### src/rtl/assert_macros.svh
// ----------------------------------------------------------------------------
// Assertion macros
// Shared concurrent assertion shorthands, clocked on clk, off during reset.
// ----------------------------------------------------------------------------
`ifndef ASSERT_MACROS_SVH
`define ASSERT_MACROS_SVH

// plain property, checked at every clock edge
`define MFG_ASSERT(lbl, prop, msg) \
	lbl: assert property (@(posedge clk) disable iff (!arst_n) (prop)) else $error(msg);

// same-cycle implication
`define MFG_ASSERT_IMP(lbl, ante, cons, msg) \
	lbl: assert property (@(posedge clk) disable iff (!arst_n) (ante) |-> (cons)) else $error(msg);

`endif

### src/rtl/mfg_pkg.sv
// ----------------------------------------------------------------------------
// mfg_pkg
// Constants, control structs and saturation helper of the factor gradient unit.
// ----------------------------------------------------------------------------
package mfg_pkg;

	// factor geometry
	localparam int RANK        = 16;
	localparam int MAX_VECTORS = 1024;
	localparam int STORE_DEPTH = RANK * MAX_VECTORS;
	localparam int SADDR_W     = (STORE_DEPTH > 1) ? $clog2(STORE_DEPTH) : 1;
	localparam int J_W         = (RANK > 1) ? $clog2(RANK) : 1;

	// field widths
	localparam int OP_W   = 2;
	localparam int VEC_W  = 10;
	localparam int PIDX_W = 14;
	localparam int DATA_W = 32;
	localparam int ROWS_W = 11;
	localparam int LAM_W  = 16;
	localparam int CFG_W  = 16;
	localparam int CV_W   = 12;
	localparam int DC_W   = 15;

	// operation codes
	localparam logic [OP_W-1:0] OP_WRITE = 2'd0;
	localparam logic [OP_W-1:0] OP_GRAD  = 2'd1;
	localparam logic [OP_W-1:0] OP_PRED  = 2'd2;

	// configuration register indexes
	localparam logic REG_ROW_COUNT    = 1'b0;
	localparam logic REG_REG_STRENGTH = 1'b1;

	// reset values of the configuration registers
	localparam logic [ROWS_W-1:0] ROW_COUNT_RST    = 11'd512;
	localparam logic [LAM_W-1:0]  REG_STRENGTH_RST = 16'd655;

	// tag that travels with each store read
	typedef struct packed {
		logic              valid;
		logic              dot;
		logic              col_half;
		logic              last;
		logic [PIDX_W-1:0] pidx;
	} rd_ctl_t;

	// sequencer to datapath commands
	typedef struct packed {
		logic              load;
		logic              pred_strobe;
		logic              err_strobe;
		logic              pred_emit;
		logic              err_emit;
		logic [PIDX_W-1:0] err_index;
		rd_ctl_t           rd;
	} dp_cmd_t;

	// datapath to sequencer status
	typedef struct packed {
		logic dot_done;
		logic delta_done;
	} dp_stat_t;

	localparam logic signed [63:0] SAT_HI = 64'sd2147483647;
	localparam logic signed [63:0] SAT_LO = -64'sd2147483648;

	// clamp a 64-bit signed value to 32 bits
	function automatic logic signed [DATA_W-1:0] sat32(input logic signed [63:0] v);
		logic signed [DATA_W-1:0] r;
		if (v > SAT_HI) begin
			r = 32'sh7FFF_FFFF;
		end else if (v < SAT_LO) begin
			r = 32'sh8000_0000;
		end else begin
			r = v[DATA_W-1:0];
		end
		return r;
	endfunction

endpackage

### src/rtl/mfg_seq.sv
// ----------------------------------------------------------------------------
// mfg_seq
// Sequencer: accepts transactions, writes the store, steps the read addresses
// through the dot product and delta phases.
// ----------------------------------------------------------------------------
`include "assert_macros.svh"

module mfg_seq (
	input  logic                                clk,
	input  logic                                arst_n,
	input  logic                                start,
	input  logic [mfg_pkg::OP_W-1:0]            op,
	input  logic [mfg_pkg::VEC_W-1:0]           row_index,
	input  logic [mfg_pkg::VEC_W-1:0]           col_index,
	input  logic [mfg_pkg::PIDX_W-1:0]          store_addr,
	input  logic signed [mfg_pkg::DATA_W-1:0]   store_value,
	input  logic [mfg_pkg::ROWS_W-1:0]          row_count,
	input  mfg_pkg::dp_stat_t                   stat,
	output logic                                busy,
	output mfg_pkg::dp_cmd_t                    cmd,
	output logic                                mem_we,
	output logic [mfg_pkg::SADDR_W-1:0]         mem_waddr,
	output logic signed [mfg_pkg::DATA_W-1:0]   mem_wdata,
	output logic [mfg_pkg::SADDR_W-1:0]         raddr_a,
	output logic [mfg_pkg::SADDR_W-1:0]         raddr_b
);

	localparam logic [2:0] ST_IDLE  = 3'd0;
	localparam logic [2:0] ST_DOT   = 3'd1;
	localparam logic [2:0] ST_DRAIN = 3'd2;
	localparam logic [2:0] ST_PRED  = 3'd3;
	localparam logic [2:0] ST_ERR   = 3'd4;
	localparam logic [2:0] ST_DELTA = 3'd5;
	localparam logic [2:0] ST_FLUSH = 3'd6;

	logic [2:0]                   state_q;
	logic [2:0]                   state_d;
	logic [mfg_pkg::J_W-1:0]      j_q;
	logic                         half_q;
	logic [mfg_pkg::OP_W-1:0]     op_q;
	logic [mfg_pkg::PIDX_W-1:0]   rbase_q;
	logic [mfg_pkg::PIDX_W-1:0]   cbase_q;

	logic                         accept;
	logic [mfg_pkg::CV_W-1:0]     cv;
	logic                         vec_bad;
	logic                         wr_ok;
	logic                         j_last;
	logic [mfg_pkg::PIDX_W-1:0]   ra;
	logic [mfg_pkg::PIDX_W-1:0]   ca;

	assign accept = start && (state_q == ST_IDLE);
	assign busy   = (state_q != ST_IDLE);

	// range checks on the incoming transaction
	assign cv      = mfg_pkg::CV_W'(row_count) + mfg_pkg::CV_W'(col_index);
	assign vec_bad = (mfg_pkg::CV_W'(row_index) >= mfg_pkg::CV_W'(mfg_pkg::MAX_VECTORS))
		|| (cv >= mfg_pkg::CV_W'(mfg_pkg::MAX_VECTORS));
	assign wr_ok   = mfg_pkg::DC_W'(store_addr) < mfg_pkg::DC_W'(mfg_pkg::STORE_DEPTH);

	// element addresses of the current step
	assign j_last  = (j_q == mfg_pkg::J_W'(mfg_pkg::RANK - 1));
	assign ra      = rbase_q + mfg_pkg::PIDX_W'(j_q);
	assign ca      = cbase_q + mfg_pkg::PIDX_W'(j_q);
	assign raddr_a = ra[mfg_pkg::SADDR_W-1:0];
	assign raddr_b = ca[mfg_pkg::SADDR_W-1:0];

	// store writes happen only while idle, so no read can overlap them
	assign mem_waddr = store_addr[mfg_pkg::SADDR_W-1:0];
	assign mem_wdata = store_value;

	// next state and commands
	always_comb begin
		state_d = state_q;
		cmd     = '0;
		mem_we  = 1'b0;
		case (state_q)
			ST_IDLE: begin
				if (accept) begin
					case (op)
						mfg_pkg::OP_WRITE: begin
							if (wr_ok) begin
								mem_we = 1'b1;
							end else begin
								cmd.err_emit  = 1'b1;
								cmd.err_index = store_addr;
							end
						end
						mfg_pkg::OP_GRAD, mfg_pkg::OP_PRED: begin
							if (vec_bad) begin
								cmd.err_emit = 1'b1;
							end else begin
								cmd.load = 1'b1;
								state_d  = ST_DOT;
							end
						end
						default: begin
						end
					endcase
				end
			end
			ST_DOT: begin
				cmd.rd.valid = 1'b1;
				cmd.rd.dot   = 1'b1;
				cmd.rd.last  = j_last;
				cmd.rd.pidx  = ra;
				if (j_last) begin
					state_d = ST_DRAIN;
				end
			end
			ST_DRAIN: begin
				if (stat.dot_done) begin
					state_d = ST_PRED;
				end
			end
			ST_PRED: begin
				cmd.pred_strobe = 1'b1;
				state_d         = ST_ERR;
			end
			ST_ERR: begin
				if (op_q == mfg_pkg::OP_PRED) begin
					cmd.pred_emit = 1'b1;
					state_d       = ST_IDLE;
				end else begin
					cmd.err_strobe = 1'b1;
					state_d        = ST_DELTA;
				end
			end
			ST_DELTA: begin
				cmd.rd.valid    = 1'b1;
				cmd.rd.col_half = half_q;
				cmd.rd.last     = half_q && j_last;
				cmd.rd.pidx     = half_q ? ca : ra;
				if (half_q && j_last) begin
					state_d = ST_FLUSH;
				end
			end
			ST_FLUSH: begin
				if (stat.delta_done) begin
					state_d = ST_IDLE;
				end
			end
			default: begin
				state_d = ST_IDLE;
			end
		endcase
	end

	// state, step counter and vector bases
	always_ff @(posedge clk or negedge arst_n) begin
		if (!arst_n) begin
			state_q <= ST_IDLE;
			j_q     <= '0;
			half_q  <= 1'b0;
			op_q    <= mfg_pkg::OP_WRITE;
			rbase_q <= '0;
			cbase_q <= '0;
		end else begin
			state_q <= state_d;
			if (cmd.load) begin
				j_q     <= '0;
				half_q  <= 1'b0;
				op_q    <= op;
				rbase_q <= mfg_pkg::PIDX_W'(row_index) * mfg_pkg::PIDX_W'(mfg_pkg::RANK);
				cbase_q <= mfg_pkg::PIDX_W'(cv) * mfg_pkg::PIDX_W'(mfg_pkg::RANK);
			end else if (cmd.rd.valid) begin
				if (j_last) begin
					j_q    <= '0;
					half_q <= (state_q == ST_DELTA) ? !half_q : 1'b0;
				end else begin
					j_q <= j_q + mfg_pkg::J_W'(1);
				end
			end
		end
	end

	// the last dot product lands only while waiting for it
	`MFG_ASSERT_IMP(a_dot_in_drain, stat.dot_done, state_q == ST_DRAIN, "dot product done out of step")
	// the last delta lands only while flushing
	`MFG_ASSERT_IMP(a_delta_in_flush, stat.delta_done, state_q == ST_FLUSH, "delta stream done out of step")
	// the column half always ends with the counter wrapped back
	`MFG_ASSERT(a_wrap_clean, (state_q != ST_FLUSH) || (!half_q && j_q == '0), "step counter not wrapped")

endmodule

### config.mk
export PLATFORM = sky130hd
export DESIGN_NAME = mfg_seq
export DESIGN_NICKNAME = d
export VERILOG_FILES = /design/src/rtl/mfg_pkg.sv /design/src/rtl/mfg_seq.sv
export VERILOG_INCLUDE_DIRS = /design/src /design/src/rtl
export SDC_FILE = /design/constraint.sdc
export NUM_CORES = 1
export LEC_CHECK = 0
export BUFFER_PORTS_ARGS = -buffer_cell sky130_fd_sc_hd__buf_2
export CORE_AREA = 2 2 95 97
export DETAILED_ROUTE_END_ITERATION = 6
export DIE_AREA = 0 0 97 99
export GPL_TIMING_DRIVEN = 0
export PLACE_DENSITY = 0.67
export SYNTH_ARGS = -nofsm -noshare
export SYNTH_HDL_FRONTEND = slang
export SYNTH_SLANG_ARGS = --single-unit
### constraint.sdc
create_clock -name clk -period 3.6 [get_ports clk]
set_input_delay 0.18 -clock clk [delete_from_list [all_inputs] [get_ports clk]]
set_output_delay 0.18 -clock clk [all_outputs]
set_load 0.005 [all_outputs]
==> qor.yml <==
floorplan:
  num_rows: 34
  initial_core_util_pct: 29.40
  coreArea_um2: 8551
  die_h_um: 99
  dieWidth_um: 97
  ios: 197
  die_area_um2: 9603
placed_design:
  placed_area_um2: 3378
  io_buffers: 136
  hpwl_mm: 5.357
  gp_congestion: 0.7788
layout:
  stdcell_area_um2: 3480
  syn_to_final_growth_pct: 38.43
  diodes: 0
  nNetsFinal: 524
  drive_above_1_share_pct: 54.91
  nFillCells: 875
  final_util_pct: 40.69
critical_path:
  start_kind: "input pin"
  end_kind: "output port"
  arrival_ns: 2.39
  critPathRequiredTime_ns: 3.42
  cp_max_fo: 5
  crit_type: "in -> out"
run_status:
  status: "completed"
power_and_ir_drop:
  p_total_mw: 1.977
  max-vdd-ir-drop_uv: 165.5
  leakagePower_nw: 2.010
  power_density_nw_per_um2: 568.2
drt:
  drtIter0Drc: 67
  drt-wirelength-per-cell_um: 11.98
  dr.pass1.iters: 4
  vias: 2292
  wl_mm: 6.423
  vias_per_cell: 4.276
  post-route-drc-count: 0
  ant_nets: 0
yosys:
  synth-async-reset-ratio_pct: 100.0
  yosys-top-cells-area: "dfrtp_1 30%, buf_4 19%, mux2_4 10%"
  synth_common_cells: "64 x buf_4, 34 x nand2_1, 30 x dfrtp_1"
  yosys.cell_types.count: 38
  yosys.area.top_type: "dfrtp_1"
  syn_inst: 270
  synthFlopType: "dfrtp_1"
  synth_seq_cells: 30
  netlist.area_leader.share_pct: 29.87
  synth_seq_area_share_pct: 29.87
  post_synth.cell_area_avg_um2: 9.310
  synth_edf_count: 0
  synth_warnings: 0
  netlist_area_um2: 2514
  yosysMostFrequentCell: "buf_4"
sta:
  setup_viol: 0
  fmax_mhz: 388.9
  grt_setup_unrepaired: "false"
  relSlewSlack_pct: 53.48
  worst_pin_slew_ns: 0.6978
  slew_viol_final: 0
  hold_viol: 0
  final.setup.tns_ns: 0
  fin_crit_sh_pct: 71.42
  clock_skew_ns: 0.005275
  period_minus_slack_ns: 2.571
global_routing:
  grt_max_degree: 31
  grt_pass1_vias: 2017
  grt-ovfl-total: 0
  track_usage_pct: 12.55
  grt_pass1_wl_mm: 9.942
  antenna_found_initial: 0
cts:
  cts_buffers: 5
  tritoncts: "done"
  ctsResizeCount: 0
  ctsHtreeMaxLevel: 2
  cts.path.max_buffers: 2
  cts.clk_slew.worst_paths_ns: 0.06
  numClockSinks: 30
  clock_latency_ns: 0.28
  root_buffer: "clkbuf_8"
job:
  maxCapViolations: 0
hold_path:
  min_path_type: "in -> reg"
-- placed cells by master (no fill, tap or decap), types with 2 or more instances in the layout --
| cell type | synthesis | routed |
|---|---|---|
| buf_2 | 0 | 136 |
| buf_4 | 64 | 64 |
| nand2_1 | 34 | 34 |
| dfrtp_1 | 30 | 30 |
| a21oi_1 | 20 | 20 |
| mux2_4 | 17 | 17 |
| conb_1 | 1 | 14 |
| ha_1 | 12 | 12 |
| inv_1 | 10 | 10 |
| nor2_1 | 9 | 9 |
| and3_1 | 8 | 8 |
| clkbuf_1 | 6 | 7 |
| xnor2_1 | 7 | 7 |
| o21ai_0 | 6 | 6 |
| clkbuf_8 | 0 | 6 |
| a21o_1 | 4 | 4 |
| mux2_2 | 4 | 4 |
| nor3_1 | 3 | 3 |
| nand2b_1 | 3 | 3 |
| and4_1 | 3 | 3 |
| nand3_1 | 3 | 3 |
| o211ai_1 | 3 | 3 |
| mux2i_1 | 3 | 3 |
| buf_6 | 2 | 2 |
| a31o_2 | 2 | 2 |
| xor2_1 | 2 | 2 |
-- sequential cells by signal (all words and copies together) (netlist names) --
signal / flops
j_q: 4
half_q: 1
state_q: 3
op_q: 2
rbase_q: 10
cbase_q: 10
-- area by class of cell --
class	instances	area (um2)	area share, %
inverter	10	37.54	1.079
clock buffer	7	86.33	2.481
multi-input combinational	171	1249	35.89
tap	108	135.1	3.884
buffer	72	525.5	15.10
sequential	30	750.7	21.57
timing repair buffer	137	690.7	19.85
clock inverter	1	5.005	0.1438
-- per-layer routing --
metal / global-route usage [%] / up-vias / wire length, um
met5: 0 / - / 0
met4: 3.575 / 0 / 55
met3: 3.191 / 4 / 527
met2: 22.60 / 109 / 3264
met1: 14.80 / 1025 / 2575
li1: - / 1154 / -
-- report_power, final --
part / switching, mW / internal (mW) / leakage (nW)
combinational: 0.455 / 0.586 / 1.58
clock: 0.123 / 0.154 / 0.0482
sequential: 0.159 / 0.500 / 0.377
-- worst max-delay path, cell delays in order --
cell and delay [ns]:
buf_2 0.08, ha_1 0.21, inv_1 0.07, fa_1 0.39, nand2b_1 0.18, a21oi_1 0.19
a21oi_1 0.12, mux2i_1 0.32, and3_1 0.24, clkbuf_1 0.23, buf_2 0.16
-- worst paths after layout --
path / from / end / slack, ns / cells past startpoint
setup reg to reg: state_q[1] / rbase_q[5] / 1.75 / 5
hold / removal: row_index[4] / rbase_q[8] / 0.13 / 2
min in group asynchronous: arst_n / rbase_q[4] / 0.49 / 2
hold reg to reg: op_q[0] / op_q[0] / 0.50 / 1
max in group asynchronous: arst_n / rbase_q[10] / 2.67 / 2
setup / recovery: col_index[0] / cmd[36] / 1.03 / 11
-- stage by stage --
step	instances	hold WS, ns	setup slack (ns)
global placement	527	0.2537	1.019
CTS	536	0.1246	0.9985
floorplan	283	-0.1156	1.375
detailed placement	527	0.2678	0.9936
global route	536	0.1214	0.8393
finish	536	0.1316	1.029
-- cells by family (layout without fill, tap and decap cells) --
family | count (synthesis) | in the layout | synth area share (%)
xor+xnor | 9 | 9 | 3.136
mux | 24 | 24 | 13.14
buf+inv | 82 | 227 | 22.40
simple gates | 67 | 67 | 12.94
flops | 30 | 30 | 29.87
fa+ha+maj | 13 | 13 | 6.769
other cells | 1 | 14 | 0.1492
compound gates | 44 | 44 | 11.60
-- timing repair --
action | 4_1_cts | 5_1_grt
hold buffers | 1 | 0
endpoints found under the hold margin | 30 | 0
buffers inserted | 0 | 0
(Power assumes the default switching activity.)
